$ cat src/sv/aps_pkg.sv
// ----------------------------------------------------------------------------
// aps_pkg
// Shared types and constants for the averaged proximity steering block:
// window depths, derived sum widths, direction codes and control structs.
// ----------------------------------------------------------------------------
package aps_pkg;

	// window depths and field widths
	localparam int FRONT_DEPTH = 64;
	localparam int LEFT_DEPTH  = 16;
	localparam int RIGHT_DEPTH = 16;
	localparam int SAMPLE_W    = 10;
	localparam int DIR_W       = 2;
	localparam int CFG_INDEX_W = 2;

	// running sums hold depth times the largest sample
	localparam int SAMPLE_MAX  = (1 << SAMPLE_W) - 1;
	localparam int FRONT_SUM_W = $clog2(FRONT_DEPTH * SAMPLE_MAX + 1);
	localparam int LEFT_SUM_W  = $clog2(LEFT_DEPTH * SAMPLE_MAX + 1);
	localparam int RIGHT_SUM_W = $clog2(RIGHT_DEPTH * SAMPLE_MAX + 1);

	typedef logic [SAMPLE_W-1:0] sample_t;

	// movement direction codes
	typedef enum logic [DIR_W-1:0] {
		DIR_FORWARD  = 2'd0,
		DIR_BACKWARD = 2'd1,
		DIR_RIGHT    = 2'd2,
		DIR_LEFT     = 2'd3
	} dir_t;

	// configuration register indexes
	typedef enum logic [CFG_INDEX_W-1:0] {
		CFG_FRONT_UPPER = 2'd0,
		CFG_FRONT_LOWER = 2'd1,
		CFG_LEFT_WALL   = 2'd2,
		CFG_RIGHT_WALL  = 2'd3
	} cfg_reg_t;

	// sequencer states
	typedef enum logic {
		ST_IDLE,
		ST_DECIDE
	} state_t;

	// per-cell control: shift in from neighbor, or load the fill value
	typedef struct packed {
		logic shift;
		logic fill;
	} cell_ctl_t;

	// flags of the word under decision
	typedef struct packed {
		logic run;
		logic autonomous;
		logic cmd_valid;
		dir_t cmd_dir;
	} item_flags_t;

	typedef struct packed {
		sample_t front_upper;
		sample_t front_lower;
		sample_t left_wall;
		sample_t right_wall;
	} thresholds_t;

	// front window refill request
	typedef struct packed {
		logic    en;
		sample_t value;
	} refill_t;

endpackage

$ cat src/sv/aps_cell.sv
// ----------------------------------------------------------------------------
// aps_cell
// One window entry. Takes its neighbor's sample on a shift, or the fill
// value on a refill; the last cell of a row holds the oldest sample.
// ----------------------------------------------------------------------------
module aps_cell import aps_pkg::*; (
	input  logic      clk,
	input  logic      arst_n,
	input  cell_ctl_t ctl,
	input  sample_t   din,
	input  sample_t   fill_value,
	output sample_t   dout
);

	sample_t entry_q;

	// entry register, cleared at reset
	always_ff @(posedge clk or negedge arst_n) begin
		if (!arst_n) begin
			entry_q <= '0;
		end else if (ctl.fill) begin
			entry_q <= fill_value;
		end else if (ctl.shift) begin
			entry_q <= din;
		end
	end

	assign dout = entry_q;

endmodule

$ cat src/sv/aps_steer.sv
// ----------------------------------------------------------------------------
// aps_steer
// Direction decision: applies the manual command, the autonomous priority
// rules and turn tracking, and holds the result word until it is taken.
// ----------------------------------------------------------------------------
module aps_steer import aps_pkg::*; (
	input  logic              clk,
	input  logic              arst_n,
	input  logic              fire,
	input  item_flags_t       flags,
	input  thresholds_t       thr,
	input  sample_t           front_avg,
	input  sample_t           left_avg,
	input  sample_t           right_avg,
	input  logic              out_ready,
	output refill_t           refill,
	output logic              out_valid,
	output logic [DIR_W-1:0]  direction,
	output logic              turn_start,
	output sample_t           front_average,
	output sample_t           left_average,
	output sample_t           right_average
);

	dir_t    current_q;
	dir_t    tracked_q;
	dir_t    start_dir;
	dir_t    next_dir;
	logic    turn;
	logic    out_valid_q;
	dir_t    direction_q;
	logic    turn_start_q;
	sample_t front_average_q;
	sample_t left_average_q;
	sample_t right_average_q;

	// command first, then the autonomous rules in priority order
	always_comb begin
		start_dir = flags.cmd_valid ? flags.cmd_dir : current_q;
		next_dir  = start_dir;
		refill    = '0;
		if (flags.run && flags.autonomous) begin
			priority if (start_dir == DIR_FORWARD && front_avg > thr.front_upper) begin
				next_dir     = DIR_RIGHT;
				refill.en    = 1'b1;
				refill.value = thr.front_upper;
			end else if ((start_dir == DIR_LEFT || start_dir == DIR_RIGHT)
					&& front_avg < thr.front_lower) begin
				next_dir     = DIR_FORWARD;
				refill.en    = 1'b1;
				refill.value = thr.front_lower;
			end else if (start_dir == DIR_LEFT && left_avg > thr.left_wall) begin
				next_dir = DIR_RIGHT;
			end else if (start_dir == DIR_RIGHT && right_avg > thr.right_wall) begin
				next_dir = DIR_LEFT;
			end
		end
		turn = flags.run && (next_dir != tracked_q);
	end

	// direction state
	always_ff @(posedge clk or negedge arst_n) begin
		if (!arst_n) begin
			current_q <= DIR_FORWARD;
			tracked_q <= DIR_FORWARD;
		end else if (fire) begin
			current_q <= next_dir;
			if (turn) begin
				tracked_q <= next_dir;
			end
		end
	end

	// output word valid flag
	always_ff @(posedge clk or negedge arst_n) begin
		if (!arst_n) begin
			out_valid_q <= 1'b0;
		end else if (fire) begin
			out_valid_q <= 1'b1;
		end else if (out_ready) begin
			out_valid_q <= 1'b0;
		end
	end

	// output word payload
	always_ff @(posedge clk) begin
		if (fire) begin
			direction_q     <= next_dir;
			turn_start_q    <= turn;
			front_average_q <= front_avg;
			left_average_q  <= left_avg;
			right_average_q <= right_avg;
		end
	end

	assign out_valid     = out_valid_q;
	assign direction     = direction_q;
	assign turn_start    = turn_start_q;
	assign front_average = front_average_q;
	assign left_average  = left_average_q;
	assign right_average = right_average_q;

endmodule

$ cat src/sv/averaged_proximity_steering.sv
// ----------------------------------------------------------------------------
// averaged_proximity_steering
// Averages front, left and right proximity samples over shift windows and
// steers a walking robot by threshold rules on the averages.
// ----------------------------------------------------------------------------
// Usage: an input word (three samples, run/autonomy flags, optional manual
// direction) is taken on in_valid & in_ready. One result word (direction,
// turn_start, three averages) comes back per input word on out_valid /
// out_ready. The four thresholds are written on cfg_valid & cfg_ready with
// cfg_index selecting the register; cfg_ready is always high.
// Timing: the accept cycle shifts each sample into its row of cells and
// updates the running sums; the decide step then divides the sums, decides
// the direction and, on a forward/turn change, reloads all front cells with
// the threshold at once. The result word is registered as that step ends;
// no new word is taken until this two-step sequencer is back in idle.
// Stall: the result waits in the output register while a new word is taken;
// the decide step holds until that register is free.
// Reset: all window cells and sums clear, direction returns to forward and
// the thresholds return to 150, 40, 40, 40.
// ----------------------------------------------------------------------------
module averaged_proximity_steering import aps_pkg::*; (
	input  logic                   clk,
	input  logic                   arst_n,
	input  logic                   in_valid,
	output logic                   in_ready,
	input  logic [SAMPLE_W-1:0]    front_sample,
	input  logic [SAMPLE_W-1:0]    left_sample,
	input  logic [SAMPLE_W-1:0]    right_sample,
	input  logic                   run_enable,
	input  logic                   autonomous_enable,
	input  logic                   command_valid,
	input  logic [DIR_W-1:0]       command_direction,
	output logic                   out_valid,
	input  logic                   out_ready,
	output logic [DIR_W-1:0]       direction,
	output logic                   turn_start,
	output logic [SAMPLE_W-1:0]    front_average,
	output logic [SAMPLE_W-1:0]    left_average,
	output logic [SAMPLE_W-1:0]    right_average,
	input  logic                   cfg_valid,
	output logic                   cfg_ready,
	input  logic [CFG_INDEX_W-1:0] cfg_index,
	input  logic [SAMPLE_W-1:0]    cfg_data
);

	state_t                 state_q;
	state_t                 state_d;
	logic                   accept;
	logic                   fire;
	thresholds_t            thr_q;
	item_flags_t            flags_q;
	refill_t                refill;
	logic                   refill_fire;
	cell_ctl_t              front_ctl;
	cell_ctl_t              side_ctl;
	sample_t                front_din  [FRONT_DEPTH];
	sample_t                front_cell [FRONT_DEPTH];
	sample_t                left_din   [LEFT_DEPTH];
	sample_t                left_cell  [LEFT_DEPTH];
	sample_t                right_din  [RIGHT_DEPTH];
	sample_t                right_cell [RIGHT_DEPTH];
	logic [FRONT_SUM_W-1:0] front_sum_q;
	logic [LEFT_SUM_W-1:0]  left_sum_q;
	logic [RIGHT_SUM_W-1:0] right_sum_q;
	sample_t                front_avg;
	sample_t                left_avg;
	sample_t                right_avg;

	// threshold registers
	assign cfg_ready = 1'b1;

	always_ff @(posedge clk or negedge arst_n) begin
		if (!arst_n) begin
			thr_q.front_upper <= sample_t'(150);
			thr_q.front_lower <= sample_t'(40);
			thr_q.left_wall   <= sample_t'(40);
			thr_q.right_wall  <= sample_t'(40);
		end else if (cfg_valid && cfg_ready) begin
			unique case (cfg_reg_t'(cfg_index))
				CFG_FRONT_UPPER: thr_q.front_upper <= cfg_data;
				CFG_FRONT_LOWER: thr_q.front_lower <= cfg_data;
				CFG_LEFT_WALL:   thr_q.left_wall   <= cfg_data;
				CFG_RIGHT_WALL:  thr_q.right_wall  <= cfg_data;
				default: ;
			endcase
		end
	end

	// sequencer next state
	always_comb begin
		state_d = state_q;
		unique case (state_q)
			ST_IDLE:   if (in_valid) state_d = ST_DECIDE;
			ST_DECIDE: if (!out_valid || out_ready) state_d = ST_IDLE;
			default:   state_d = ST_IDLE;
		endcase
	end

	// sequencer outputs
	always_comb begin
		in_ready = (state_q == ST_IDLE);
		fire     = (state_q == ST_DECIDE) && (!out_valid || out_ready);
	end

	assign accept      = in_valid && in_ready;
	assign refill_fire = fire && refill.en;

	always_ff @(posedge clk or negedge arst_n) begin
		if (!arst_n) begin
			state_q <= ST_IDLE;
		end else begin
			state_q <= state_d;
		end
	end

	// flags of the accepted word
	always_ff @(posedge clk) begin
		if (accept) begin
			flags_q.run        <= run_enable;
			flags_q.autonomous <= autonomous_enable;
			flags_q.cmd_valid  <= command_valid;
			flags_q.cmd_dir    <= dir_t'(command_direction);
		end
	end

	// cell rows: each sample enters cell 0, oldest leaves the last cell
	assign front_ctl = '{shift: accept, fill: refill_fire};
	assign side_ctl  = '{shift: accept, fill: 1'b0};

	for (genvar gi = 0; gi < FRONT_DEPTH; gi++) begin : g_front
		if (gi == 0) begin : g_head
			assign front_din[gi] = front_sample;
		end else begin : g_link
			assign front_din[gi] = front_cell[gi-1];
		end
		aps_cell u_cell (
			.clk        (clk),
			.arst_n     (arst_n),
			.ctl        (front_ctl),
			.din        (front_din[gi]),
			.fill_value (refill.value),
			.dout       (front_cell[gi])
		);
	end

	for (genvar gi = 0; gi < LEFT_DEPTH; gi++) begin : g_left
		if (gi == 0) begin : g_head
			assign left_din[gi] = left_sample;
		end else begin : g_link
			assign left_din[gi] = left_cell[gi-1];
		end
		aps_cell u_cell (
			.clk        (clk),
			.arst_n     (arst_n),
			.ctl        (side_ctl),
			.din        (left_din[gi]),
			.fill_value ('0),
			.dout       (left_cell[gi])
		);
	end

	for (genvar gi = 0; gi < RIGHT_DEPTH; gi++) begin : g_right
		if (gi == 0) begin : g_head
			assign right_din[gi] = right_sample;
		end else begin : g_link
			assign right_din[gi] = right_cell[gi-1];
		end
		aps_cell u_cell (
			.clk        (clk),
			.arst_n     (arst_n),
			.ctl        (side_ctl),
			.din        (right_din[gi]),
			.fill_value ('0),
			.dout       (right_cell[gi])
		);
	end

	// running sums: add the new sample, drop the oldest; a refill sets the front sum to the fill value times depth
	always_ff @(posedge clk or negedge arst_n) begin
		if (!arst_n) begin
			front_sum_q <= '0;
			left_sum_q  <= '0;
			right_sum_q <= '0;
		end else if (accept) begin
			front_sum_q <= front_sum_q - FRONT_SUM_W'(front_cell[FRONT_DEPTH-1])
				+ FRONT_SUM_W'(front_sample);
			left_sum_q  <= left_sum_q - LEFT_SUM_W'(left_cell[LEFT_DEPTH-1])
				+ LEFT_SUM_W'(left_sample);
			right_sum_q <= right_sum_q - RIGHT_SUM_W'(right_cell[RIGHT_DEPTH-1])
				+ RIGHT_SUM_W'(right_sample);
		end else if (refill_fire) begin
			front_sum_q <= FRONT_SUM_W'(FRONT_SUM_W'(refill.value)
				* FRONT_SUM_W'(FRONT_DEPTH));
		end
	end

	// window averages, floor of sum over depth
	assign front_avg = sample_t'(front_sum_q / FRONT_DEPTH);
	assign left_avg  = sample_t'(left_sum_q / LEFT_DEPTH);
	assign right_avg = sample_t'(right_sum_q / RIGHT_DEPTH);

	// decision and output word
	aps_steer u_steer (
		.clk           (clk),
		.arst_n        (arst_n),
		.fire          (fire),
		.flags         (flags_q),
		.thr           (thr_q),
		.front_avg     (front_avg),
		.left_avg      (left_avg),
		.right_avg     (right_avg),
		.out_ready     (out_ready),
		.refill        (refill),
		.out_valid     (out_valid),
		.direction     (direction),
		.turn_start    (turn_start),
		.front_average (front_average),
		.left_average  (left_average),
		.right_average (right_average)
	);

endmodule
$ cat config.mk
export PLATFORM = sky130hd
export DESIGN_NAME = averaged_proximity_steering
export DESIGN_NICKNAME = d
export VERILOG_FILES = /design/src/sv/aps_pkg.sv /design/src/sv/aps_cell.sv /design/src/sv/aps_steer.sv /design/src/sv/averaged_proximity_steering.sv
export SDC_FILE = /design/constraint.sdc
export NUM_CORES = 2
export LEC_CHECK = 0
export BUFFER_PORTS_ARGS = -buffer_cell sky130_fd_sc_hd__clkbuf_2
export CAP_MARGIN = 0
export CORE_MARGIN = 2
export CORE_UTILIZATION = 41
export CTS_CLUSTER_DIAMETER = 50
export DETAILED_ROUTE_END_ITERATION = 10
export GPL_TIMING_DRIVEN = 1
export SLEW_MARGIN = 40
export SYNTH_ARGS = -nofsm -noshare
export SYNTH_HDL_FRONTEND = slang
export SYNTH_HIERARCHICAL = 1
export SYNTH_SLANG_ARGS = --single-unit
$ cat constraint.sdc
create_clock -name clk -period 6.6 [get_ports clk]
set_clock_uncertainty 0.2 [all_clocks]
set_input_delay 1.65 -clock clk [delete_from_list [all_inputs] [get_ports clk]]
set_output_delay 1.65 -clock clk [all_outputs]
set_load 0.02 [all_outputs]
* Word level (Yosys, flattened, before mapping)
Index checks and enable logic that the tools add are counted.
Word-level totals: register bits 1088, output and inout bits 36, logic and storage cells 298
Operators by class: add/subtract/negate cells 6, magnitude comparators 4, equality and inequality tests 6, multiplexer cells 144, bitwise logic cells 1, reduce and logical (&&, ||, !) cells 21
Operator list (number):
- 10-bit 2-to-1 mux | 128
- 11-bit 2-to-1 mux | 3
- 16-bit 2-to-1 mux | 2
- 10-bit > comparator | 3
- 14-bit by 10-bit adder with 14-bit output | 2
- 14-bit by 10-bit subtractor with 14-bit output | 2
- 16-bit by 10-bit adder with 16-bit output | 1
- 16-bit by 10-bit subtractor with 16-bit output | 1
- 2-bit 2-to-1 mux | 6
- 10-bit less-than comparator | 1
- 2-bit AND reduction | 5
- 1-bit logical AND | 9
- 2-bit equality test, second input constant | 4
- 2-bit zero test | 2
- 1-bit 2-to-1 mux | 4
- 2-bit nonzero test | 2
- 2-bit by 1-bit equality test with 1-bit output, second input constant | 1
- 1-bit logical OR | 2
- 2-bit != test | 1
- 1-bit one-hot mux with 2 select lines | 1
- 1-bit zero test | 1
- 1-bit NOT | 1

* Logic depth before layout (Yosys ltp)
depth after elaboration 11, depth in mapped cells 13, gate-level depth less buffers 13

* By module
The synthesis kept the hierarchy.
Modules (own cells, without submodules):
- aps_cell | times used 96, cells an instance 43, area each 462.9 sq um, sequential area each 250.2 sq um
- averaged_proximity_steering | times used 1, cells an instance 670, area each 6302.3 sq um, sequential area each 2289.7 sq um
- aps_steer | times used 1, cells an instance 225, area each 2422.3 sq um, sequential area each 1116.1 sq um

* Worst setup path before layout
No wires, ideal clock.
path type input to register, start point input port in_valid, end point register g_front[0].u_cell.entry_q[9], data arrival time 6.834 ns, data required time 6.268 ns, path slack -0.566 ns, cell stages on the path 7, buffers on the path 3, cells stage by stage nand2_1 -> inv_1 -> clkbuf_1 -> clkbuf_1 -> buf_6 -> mux2i_1 -> o21ai_2
Between the ends: word-level cells in the longest chain between the ends 2
RTL lines:
- start, declared | RTL line averaged_proximity_steering.sv:24 | input logic in_valid,
- 1-bit logical AND | RTL line averaged_proximity_steering.sv:105 | assign accept = in_valid && in_ready;
- via accept | RTL line averaged_proximity_steering.sv:48 | logic accept;
- 2-bit nonzero test (no source line)
- end signal, assigned | RTL line aps_cell.sv:22 | entry_q <= fill_value;
- end signal, assigned | RTL line aps_cell.sv:24 | entry_q <= din;
- end, declared | RTL line aps_cell.sv:15 | sample_t entry_q;
The timed path passes the listed nets, and every way through them passes these cells. A chain may end at the register's enable or synchronous reset.

==> flow_summary.json <==
{
  "synthCells": 5023,
  "die_w_um": 364,
  "finalSetupTns_ns": 0,
  "grt_setup_unrepaired": "false",
  "leakage_uw": 0.0267,
  "ys_seq_elements": 1088,
  "ys_seq_area_frac": 0.516,
  "grt_pass1_vias": 34200,
  "synth_warnings": 6,
  "crit_arrival_ns": 4.37,
  "overflow": 0,
  "whs_ns": 0.281,
  "worstPathMaxFanout": 155,
  "die_area_mm2": 0.133,
  "stdcell_count": 7230,
  "synth_area_mm2": 0.0532,
  "start_util": 0.412,
  "cts_tree": "built",
  "cp_data_required_time_ns": 7.01,
  "ios": 88,
  "grtUsageTotal": 0.159,
  "drive_gt1_frac": 0.0990,
  "hp-class": "reg -> reg",
  "clk-insertion-delay-late_ns": 0.76,
  "worstSetupStartpointType": "flop",
  "row_count": 132,
  "clockBufferDepth": 3,
  "synthXorXnorAreaFrac": 0.00544,
  "htree_levels": 4,
  "grt_start_max_net_pins": 156,
  "cts.repair.resized": 0,
  "final_max_slew_viol_count": 0,
  "synthAdderAreaFrac": 0.0308,
  "syn_to_final_growth_pct": 14.3,
  "fmax_mhz": 253,
  "worst_pin_slew_ns": 0.828,
  "dp_cells": 6982,
  "drc_errors": 0,
  "worstHoldStart": "left_sum_q[3]$_DFFE_PN0P_",
  "vdd_ir_drop_max_mv": 0.288,
  "cts_made_buffers": 134,
  "antenna_found_initial": 4,
  "synth_compound_area_frac": 0.120,
  "ant_nets": 0,
  "fp.coreArea_mm2": 0.129,
  "nets": 5545,
  "via_per_inst": 4.81,
  "yosys.area_share.simple": 0.0831,
  "wl_per_cell_um": 14.3,
  "maxSlewHeadroom": 0.448,
  "drt_iter0_drc": 2465,
  "drt-pass1-iter-count": 6,
  "async_flop_share": 0.965,
  "clock_sinks": 1088,
  "end_kind": "flop",
  "outcome": "finished clean",
  "power_density_mw_per_mm2": 425,
  "min_period_ns": 3.96,
  "avgSynthCellArea_um2": 10.6,
  "report.final.setup_viol": 0,
  "dp_hpwl_um": 62600,
  "cap_violations": 0,
  "r2r_start": "thr_q[31]$_DFFE_PN1P_",
  "path_class": "reg -> reg",
  "cts_root_buf": "clkbuf_16",
  "fin_util": 0.471,
  "die-height_um": 364,
  "cts_setup_buffers": 0,
  "port_buffers": 86,
  "vias": 34800,
  "synth-edff-count": 38,
  "synth_top_family_by_area": "multiplexers",
  "timing.final.crit_share": 0.600,
  "synth_cell_type_count": 67,
  "routed_wl_um": 103000,
  "place.gp.congestion": 0.781,
  "synth_ff_type": "dfrtp_1",
  "startpoint": "thr_q[31]$_DFFE_PN1P_",
  "clk_pin_slew_ns": 0.06,
  "synth.area.mux_share": 0.191,
  "finalHoldViolations": 0,
  "holdBufCountCts": 0,
  "grt_first_pass_wirelength_um": 177000
}
-- Yosys cell counts, types with 21 or more instances --
cell	n	area [µm²]
mux2_2	45	507
dfrtp_1	1040	26000
a21oi_1	38	190
nand2_1	1026	3850
buf_2	192	961
o21ai_1	890	4450
o21ai_2	96	841
ha_1	83	1040
edfxtp_1	38	1140
fa_1	30	601
buf_6	96	1080
nor2_1	33	124
inv_1	188	706
mux2i_1	965	9660
o21ai_0	38	190
a21o_1	21	158
-- routing by layer --
metal | track usage | vias to the layer above | wire [µm]
met5 | 0 | - | 27
met4 | 0.0519 | 4 | 2580
met3 | 0.0285 | 176 | 3340
met2 | 0.248 | 389 | 46800
met1 | 0.224 | 16500 | 50600
li1 | - | 17700 | -
-- cell type report --
| class | instances | area, µm² |
|---|---|---|
| Timing Repair Buffer | 144 | 1310 |
| Clock buffer | 186 | 3880 |
| Antenna cell | 3 | 7.51 |
| Clock inverter | 55 | 791 |
| Inverter | 191 | 732 |
| Sequential cell | 1088 | 27400 |
| Fill cell | 11900 | 68400 |
| Tap cell | 1742 | 2180 |
| Multi-Input combinational cell | 3821 | 24500 |
-- stage by stage --
stage / worst slack (ns) / power [µW] / instance area, µm²
finish: 2.64 / 25900 / 60800
global route: 2.34 / 27700 / 60800
CTS: 2.65 / 26200 / 60700
detailed placement: 2.12 / 18400 / 56000
global placement: 2.13 / 18200 / 56000
floorplan: 0.640 / 16700 / 54600
-- cell usage in the layout (no fill, tap or decap), types with 29 or more instances in the layout --
cell type / n
fa_1: 30
mux2_2: 45
mux2i_1: 965
a21oi_1: 37
o21ai_2: 96
o21ai_1: 890
clkbuf_16: 137
o21ai_0: 29
ha_1: 83
nor2_1: 33
clkbuf_2: 85
dfrtp_1: 1040
conb_1: 385
inv_1: 187
nand2_1: 1024
edfxtp_1: 38
-- report_power, final --
part / internal, µW / total (µW) / switching [µW]
combinational: 3500 / 8080 / 4580
sequential: 8880 / 10200 / 1320
clock: 4630 / 7590 / 2960
total: 17000 / 25900 / 8860
-- critical path, cell delays in order, from the launching register on --
cell and delay [ns]:
dfstp_2 0.55, inv_1 0.05, ha_1 0.28, or2b_2 0.29
a211oi_1 0.37, a2111oi_4 0.08, o21ai_0 0.21, nand2_2 0.35
inv_8 0.62, buf_12 0.50, o21ai_1 0.16
-- logic make-up after synthesis --
kind of cell               after synthesis
AOI/OAI and AO/OA                     1147
xor gates and xnor gates                33
adders and majority gates              113
buffers and inverters                  497
DFF                                   1088
muxes                                 1010
other                                    2
and+or+nand+nor                       1133
-- worst paths after layout --
path                                                     endpoint  cells past startpoint  slack (ns)
setup / recovery           g_front[26].u_cell/dout[2]$_DFFE_PN0P_                     10        2.64
hold / removal                          left_sum_q[3]$_DFFE_PN0P_                      2        0.28
setup reg to reg           g_front[26].u_cell/dout[2]$_DFFE_PN0P_                     10        2.64
hold reg to reg                         left_sum_q[3]$_DFFE_PN0P_                      2        0.28
max in group asynchronous  g_front[27].u_cell/dout[3]$_DFFE_PN0P_                      4        4.14
min in group asynchronous  g_front[10].u_cell/dout[6]$_DFFE_PN0P_                      1        0.55
-- flip-flops by register name, summed over array words and instances (netlist names), 10 cells and up --
register,flops
front_sum_q,16
g_right.u_cell/dout,160
u_steer/front_average,10
g_front.u_cell/dout,640
u_steer/left_average,10
right_sum_q,14
g_left.u_cell/dout,160
u_steer/right_average,10
left_sum_q,14
thr_q,40
(Power assumes the default switching activity.)
